## src/hdl/lkvc_pkg.sv

```systemverilog
`timescale 1ns / 1ps
`default_nettype none

package lkvc_pkg;

    // Request kinds carried in s_axis_tuser
    localparam logic REQ_INSERT = 1'b0;
    localparam logic REQ_FIND   = 1'b1;

    // Fixed widths of the stream payloads
    localparam int KEY_PORT_W   = 32;
    localparam int VALUE_PORT_W = 32;
    localparam int S_TDATA_W    = KEY_PORT_W + VALUE_PORT_W;
    localparam int M_TDATA_W    = VALUE_PORT_W;

    // Status of one request handed from the tag array to the datapath
    typedef struct packed {
        logic hit;      // key found among the valid entries
        logic val_wr;   // write the value store at the chosen slot
        logic val_rd;   // read the value store at the chosen slot
    } t_tag_status;

endpackage

`default_nettype wire

```

## src/hdl/lkvc_ram.sv

```systemverilog
`timescale 1ns / 1ps
`default_nettype none

module lkvc_ram #(
    parameter int WIDTH = 32,
    parameter int DEPTH = 16
) (
    input  wire logic                     i_clk,
    input  wire logic                     i_wr_en,
    input  wire logic [$clog2(DEPTH)-1:0] i_wr_addr,
    input  wire logic [WIDTH-1:0]         i_wr_data,
    input  wire logic                     i_rd_en,
    input  wire logic [$clog2(DEPTH)-1:0] i_rd_addr,
    output logic      [WIDTH-1:0]         o_rd_data
);

    logic [WIDTH-1:0] r_mem [DEPTH];
    logic [WIDTH-1:0] r_rd_data;

    always_ff @(posedge i_clk) begin
        if (i_wr_en) begin
            r_mem[i_wr_addr] <= i_wr_data;
        end
        // hold the last read word until the next read
        if (i_rd_en) begin
            r_rd_data <= r_mem[i_rd_addr];
        end
    end

    assign o_rd_data = r_rd_data;

endmodule

`default_nettype wire

```

## src/hdl/lkvc_tag_array.sv

```systemverilog
`timescale 1ns / 1ps
`default_nettype none

module lkvc_tag_array #(
    parameter int CAPACITY = 16,
    parameter int KEY_BITS = 32
) (
    input  wire logic                        i_clk,
    input  wire logic                        i_rst_n,
    input  wire logic                        i_en,
    input  wire logic                        i_req_type,
    input  wire logic [KEY_BITS-1:0]         i_key,
    output lkvc_pkg::t_tag_status            o_status,
    output logic      [$clog2(CAPACITY)-1:0] o_slot
);

    import lkvc_pkg::*;

    localparam int IW = $clog2(CAPACITY);
    localparam int FW = $clog2(CAPACITY + 1);

    logic [KEY_BITS-1:0] r_key   [CAPACITY];
    logic                r_valid [CAPACITY];
    logic [IW-1:0]       r_rank  [CAPACITY];
    logic [FW-1:0]       r_fill;

    logic                n_valid [CAPACITY];
    logic [IW-1:0]       n_rank  [CAPACITY];
    logic [FW-1:0]       n_fill;
    logic                key_wr;

    logic [CAPACITY-1:0] match;
    logic                hit;
    logic [IW-1:0]       hit_idx;
    logic [IW-1:0]       victim_idx;
    logic                full;
    logic                is_find;
    logic                touch_en;
    logic                alloc_en;
    logic [IW-1:0]       slot;
    logic [IW-1:0]       touch_rank;
    logic [IW-1:0]       newest_rank;

    // Parallel compare and priority pick: lowest index wins
    always_comb begin
        hit_idx    = '0;
        victim_idx = '0;
        for (int i = 0; i < CAPACITY; i++) begin
            match[i] = r_valid[i] && (r_key[i] == i_key);
        end
        for (int i = CAPACITY - 1; i >= 0; i--) begin
            if (match[i]) begin
                hit_idx = IW'(i);
            end
            if (r_valid[i] && (r_rank[i] == '0)) begin
                victim_idx = IW'(i);
            end
        end
    end

    assign hit         = |match;
    assign full        = (r_fill == FW'(CAPACITY));
    assign is_find     = (i_req_type == REQ_FIND);
    assign touch_en    = hit || (!is_find && full);
    assign alloc_en    = !hit && !is_find && !full;
    assign slot        = hit ? hit_idx : (full ? victim_idx : r_fill[IW-1:0]);
    assign touch_rank  = r_rank[slot];
    assign newest_rank = IW'(r_fill - FW'(1));
    assign key_wr      = !hit && !is_find;

    always_comb begin
        n_fill = r_fill;
        for (int i = 0; i < CAPACITY; i++) begin
            n_valid[i] = r_valid[i];
            n_rank[i]  = r_rank[i];
        end
        if (touch_en) begin
            // age everything younger than the touched entry by one place
            for (int i = 0; i < CAPACITY; i++) begin
                if (r_valid[i] && (r_rank[i] > touch_rank)) begin
                    n_rank[i] = r_rank[i] - IW'(1);
                end
            end
            n_rank[slot] = newest_rank;
        end else if (alloc_en) begin
            n_valid[slot] = 1'b1;
            n_rank[slot]  = r_fill[IW-1:0];
            n_fill        = r_fill + FW'(1);
        end
    end

    always_ff @(posedge i_clk) begin
        if (!i_rst_n) begin
            r_fill <= '0;
            for (int i = 0; i < CAPACITY; i++) begin
                r_valid[i] <= 1'b0;
                r_rank[i]  <= '0;
            end
        end else if (i_en) begin
            r_fill <= n_fill;
            for (int i = 0; i < CAPACITY; i++) begin
                r_valid[i] <= n_valid[i];
                r_rank[i]  <= n_rank[i];
            end
        end
    end

    always_ff @(posedge i_clk) begin
        if (i_en && key_wr) begin
            r_key[slot] <= i_key;
        end
    end

    assign o_status.hit    = hit;
    assign o_status.val_wr = !is_find;
    assign o_status.val_rd = is_find && hit;
    assign o_slot          = slot;

endmodule

`default_nettype wire

```

## src/hdl/lru_key_value_cache_top.sv

```systemverilog
`timescale 1ns / 1ps
`default_nettype none

// Fully associative key-value cache with least-recently-used replacement.
// Each request beat on s_axis is an insert (tuser 0) or a find (tuser 1) and
// gives exactly one result beat on m_axis: tuser carries hit, tdata the stored
// value on a find hit and zero otherwise. An insert of a present key updates
// its value; a new key fills the next free entry or evicts the least recent
// one when all CAPACITY entries are in use. Keys are compared in parallel and
// all recency ranks are updated in the same cycle, so one request is taken
// every clock while results are being taken. A request beat is held in the
// input register, then its result goes to the result register and the
// registered value store read; a stalled result holds the request behind it.
// Keys beyond KEY_WIDTH and values beyond VALUE_WIDTH bits (at most 32) are
// dropped.
module lru_key_value_cache_top #(
    parameter int CAPACITY    = 16,
    parameter int KEY_WIDTH   = 32,
    parameter int VALUE_WIDTH = 32
) (
    input  wire logic                           i_clk,
    input  wire logic                           i_rst_n,
    input  wire logic                           s_axis_tvalid,
    output logic                                s_axis_tready,
    input  wire logic [lkvc_pkg::S_TDATA_W-1:0] s_axis_tdata,  // key, value
    input  wire logic                           s_axis_tuser,  // req_type
    output logic                                m_axis_tvalid,
    input  wire logic                           m_axis_tready,
    output logic      [lkvc_pkg::M_TDATA_W-1:0] m_axis_tdata,  // read_value
    output logic                                m_axis_tuser   // hit
);

    import lkvc_pkg::*;

    localparam int KEY_BITS   = (KEY_WIDTH < KEY_PORT_W) ? KEY_WIDTH : KEY_PORT_W;
    localparam int VALUE_BITS = (VALUE_WIDTH < VALUE_PORT_W) ? VALUE_WIDTH : VALUE_PORT_W;
    localparam int IW         = $clog2(CAPACITY);

    logic                  r_in_valid;
    logic                  r_in_type;
    logic [KEY_BITS-1:0]   r_in_key;
    logic [VALUE_BITS-1:0] r_in_value;

    logic                  r_out_valid;
    logic                  r_out_hit;
    logic                  r_out_rdsel;

    logic                  n_in_valid;
    logic                  n_out_valid;

    logic                  advance;
    logic                  in_beat;
    t_tag_status           status;
    logic [IW-1:0]         slot;
    logic [VALUE_BITS-1:0] rd_value;

    // advance the held request when the result register is free or draining
    assign advance       = r_in_valid && (!r_out_valid || m_axis_tready);
    assign s_axis_tready = !r_in_valid || advance;
    assign in_beat       = s_axis_tvalid && s_axis_tready;

    always_comb begin
        n_in_valid = r_in_valid;
        if (in_beat) begin
            n_in_valid = 1'b1;
        end else if (advance) begin
            n_in_valid = 1'b0;
        end
        n_out_valid = r_out_valid;
        if (advance) begin
            n_out_valid = 1'b1;
        end else if (m_axis_tready) begin
            n_out_valid = 1'b0;
        end
    end

    always_ff @(posedge i_clk) begin
        if (!i_rst_n) begin
            r_in_valid  <= 1'b0;
            r_out_valid <= 1'b0;
        end else begin
            r_in_valid  <= n_in_valid;
            r_out_valid <= n_out_valid;
        end
    end

    always_ff @(posedge i_clk) begin
        if (in_beat) begin
            r_in_type  <= s_axis_tuser;
            r_in_key   <= s_axis_tdata[KEY_BITS-1:0];
            r_in_value <= s_axis_tdata[KEY_PORT_W +: VALUE_BITS];
        end
        if (advance) begin
            r_out_hit   <= status.hit;
            r_out_rdsel <= status.val_rd;
        end
    end

    lkvc_tag_array #(
        .CAPACITY (CAPACITY),
        .KEY_BITS (KEY_BITS)
    ) u_tags (
        .i_clk      (i_clk),
        .i_rst_n    (i_rst_n),
        .i_en       (advance),
        .i_req_type (r_in_type),
        .i_key      (r_in_key),
        .o_status   (status),
        .o_slot     (slot)
    );

    lkvc_ram #(
        .WIDTH (VALUE_BITS),
        .DEPTH (CAPACITY)
    ) u_values (
        .i_clk     (i_clk),
        .i_wr_en   (advance && status.val_wr),
        .i_wr_addr (slot),
        .i_wr_data (r_in_value),
        .i_rd_en   (advance && status.val_rd),
        .i_rd_addr (slot),
        .o_rd_data (rd_value)
    );

    assign m_axis_tvalid = r_out_valid;
    assign m_axis_tuser  = r_out_hit;
    assign m_axis_tdata  = r_out_rdsel ? M_TDATA_W'(rd_value) : '0;

endmodule

`default_nettype wire

```

## config.mk

```make
export PLATFORM = sky130hd
export DESIGN_NAME = lru_key_value_cache_top
export DESIGN_NICKNAME = d
export VERILOG_FILES = /design/src/hdl/lkvc_pkg.sv /design/src/hdl/lkvc_ram.sv /design/src/hdl/lkvc_tag_array.sv /design/src/hdl/lru_key_value_cache_top.sv
export SDC_FILE = /design/constraint.sdc
export NUM_CORES = 2
export LEC_CHECK = 0
export BUFFER_PORTS_ARGS = -buffer_cell sky130_fd_sc_hd__buf_4
export CAP_MARGIN = 20
export CORE_AREA = 2 2 352 354
export CTS_CLUSTER_SIZE = 24
export DETAILED_ROUTE_END_ITERATION = 16
export DIE_AREA = 0 0 354 356
export PLACE_DENSITY = 0.6
export SLEW_MARGIN = 20
export SYNTH_ARGS = -nofsm -noshare
export SYNTH_HDL_FRONTEND = slang
export SYNTH_SLANG_ARGS = --single-unit
```

## constraint.sdc

```tcl
create_clock -name i_clk -period 6.1 [get_ports i_clk]
set_clock_uncertainty 0.15 [all_clocks]
set_input_delay 0.61 -clock i_clk [delete_from_list [all_inputs] [get_ports i_clk]]
set_output_delay 0.61 -clock i_clk [all_outputs]
set_load 0.02 [all_outputs]
```

==> run metrics <==
status complete, no violations; Crit path max-delay family simple AND/OR/NAND/NOR gates; Starting Density 44.45%; Mapped Cells 3647; largest net degree at the start of global routing 160; final hold violations 0; die width between 300 and 400 µm; Starting DRT DRC Count between 3000 and 4000; Routed Antenna Nets 0; worst stage delay on the critical path around 0.6 ns; P_leak 22.91 nW; Fin Setup TNS 0 ns; die span in y 356 µm; Syn Nets approximately 3800; wire per inst 26.60 µm; final period utilization between 90% and 100%; Setup Viol. Count Final 0; Yosys reg bits ~1200; top-count cell post-synth edfxtp_1; area leader, netlist edfxtp_1; number of primary I/O pins about 100; GRT overflow 0; Worst Setup End Kind register; CP arrival 6.38 ns; Post-synth EDFFs 1203; CTS tree built; H-tree depth 4; clk slew on worst S/H paths 0.06 ns; root buffer cell clkbuf_16; Post-synth top flop edfxtp_1; sequential-to-total area share from yosys stat roughly 67%; Crit path required time roughly 6.5 ns; first-pass GRT wire length between 200 and 250 mm; Final Util roughly 53%; crit path kind register to register; worst slew pin tran approximately 1.2 ns; area of the multi-input gates 17820 µm²; core area around 120000 µm²; setup ws final 0.1606 ns; TritonRoute pass-1 iters 5; die footprint roughly 130000 µm²; Max Freq between 150 and 200 MHz; synth cell count leaders edfxtp_1 (1203), xor2_1 (400), nor2_1 (191); Hold Crit Class input pin to register; initial antenna violation count 1; crit start category register; Max FO, Critical Path 13; register area around 36000 µm²; PD cells approximately 290 nW/µm²; GPL Wtd Cong between 0.9 and 1; site row count between 100 and 150; peak supply drop between 0.2 and 0.3 mV; Slew headroom between 20% and 30%; Mapped Area between 50000 and 60000 µm²; Num CTS Buffers 133; Worst-Skew Late Latency approximately 0.77 ns; RSZ-0062 raised after global routing yes; pre-CTS WS -0.3677 ns; Tmin final about 5.9 ns; crit path cell chain buf_4 > buf_4 > xor2_1 > nor4_2 > nand4_1 > or4_4 > nor2b_2 > a31o_4 > buf_8 > nor2_4 > mux2_1 > a221oi_2 > nor2b_1 > or4b_4 > buf_4 > ha_1 > nand2_1 > o21ai_1 > a21o_1 > o2111ai_2 > nor4_2 > xor2_1 > nor2_1 > a211oi_1; Cell variety after synth 90; Max Slew Vio Count 0; clock sink count around 1200; synth warn 0; Fill cells about 10000; hold_ws between 0.06 and 0.07 ns; mean post-synth cell area about 15 µm²; overall global routing resource usage ~24%; vias post-DR 33590; PortBufs around 100; Worst path most repeated cell buf_4; ys async rst share 0%; Slowest-stage cell, CP or4_4; Layout Nets approximately 4300; WP buf/inv 4; synth-to-layout area growth 19.85%; vias in the first global route 32770; Routed WL between 150 and 200 mm; vias per cell between 5 and 6; Longest Clk Path Bufs 3; max-cap violations 0; HPWL after DPL between 90 and 100 mm; layout cell share with drive strength beyond 1 23.12%; main area contributors after synthesis edfxtp_1 (66%), xor2_1 (6.4%), mux2_2 (3.2%); DRC 0; Synth top area share 66.25%
==> area by class of cell <==
| cell class | count | share of cell area (%) |
|---|---|---|
| multi-input cells | 2218 | 27.27 |
| clock buffers | 163 | 5.330 |
| well taps | 1637 | 3.134 |
| inverters | 59 | 0.3389 |
| flip-flops and latches | 1210 | 55.49 |
| repair buffers | 513 | 7.258 |
| clock inverters | 71 | 1.177 |
| diodes | 1 | 0.003829 |
==> cell usage in the layout, fill, tap and decap left out, types with 47 or more instances in the layout <==
| cell type | count |
|---|---|
| mux2_2 | 154 |
| nand4_1 | 87 |
| mux2i_1 | 129 |
| nor2_1 | 156 |
| clkbuf_16 | 136 |
| a21oi_1 | 65 |
| a211oi_1 | 47 |
| nand3_1 | 77 |
| inv_1 | 58 |
| nor4_1 | 145 |
| edfxtp_1 | 1203 |
| xnor2_1 | 141 |
| ha_1 | 98 |
| xor2_1 | 396 |
| dlygate4sd3_1 | 67 |
| buf_4 | 373 |
| buf_12 | 49 |
| nand2_1 | 108 |
==> final timing paths <==
| check | startpoint | slack [ns] | depth (start not counted) | end |
|---|---|---|---|---|
| worst max register to register | r_in_key[16]$_DFFE_PP_ | 0.16 | 24 | u_tags.r_rank[0][3]$_SDFFCE_PN0P_ |
| worst max-delay path | r_in_key[16]$_DFFE_PP_ | 0.16 | 24 | u_tags.r_rank[0][3]$_SDFFCE_PN0P_ |
| worst min register to register | r_in_valid$_SDFFE_PN0P_ | 0.37 | 2 | m_axis_tvalid$_SDFFE_PN0P_ |
| worst min-delay path | i_rst_n | 0.06 | 2 | u_tags.r_valid[0][9]$_DFFE_PP_ |
==> stage by stage <==
step | total power [mW] | area (µm²) | std cells
3_5_place_dp | 10.80 | 59450 | 5541
2_1_floorplan | 10.25 | 54530 | 3647
3_3_place_gp | 10.78 | 59450 | 5541
5_1_grt | 19.22 | 65350 | 5871
4_1_cts | 18.73 | 64580 | 5853
6_report | 18.66 | 65350 | 5872
==> where the power goes <==
part           internal [mW]  switching (mW)  total [mW]
registers               9.24           0.133        9.37
clock network           4.56            3.37        7.93
logic                  0.566           0.790        1.36
total                   14.4            4.29        18.7
==> registers in the layout, indices dropped and copies added, names as in the netlist <==
register            cells
m_axis_tuser            1
r_in_key               32
r_in_type               1
u_tags.r_key          512
u_values.r_mem        512
u_values.o_rd_data     32
r_out_rdsel             1
u_tags.r_valid         16
u_tags.r_fill           5
r_in_value             32
m_axis_tvalid           1
r_in_valid              1
u_tags.r_rank          64
==> routing by layer <==
layer	up-vias	global-route usage [%]	share of wire, %
met2	1292	39.17	47
met5	-	0	0
met4	0	9.381	3.8
met3	309	3.606	6.3
li1	14970	-	-
met1	17020	33.20	43
==> what timing repair did <==
item,CTS,global route
setup endpoints to repair,64,64
hold buffers,67,0
cloned,0,1
resized for setup,25,117
buffers inserted,12,17
endpoints found under the hold margin,67,0
pin swaps,13,65
==> logic make-up after synthesis <==
logic type / synth area share (%)
compound gates: 4.897
xor+xnor: 9.025
fa+ha+maj: 2.272
buf+inv: 2.329
flops: 66.51
mux: 5.773
simple gates: 9.199
No activity file was read; power rests on OpenSTA's default activity.
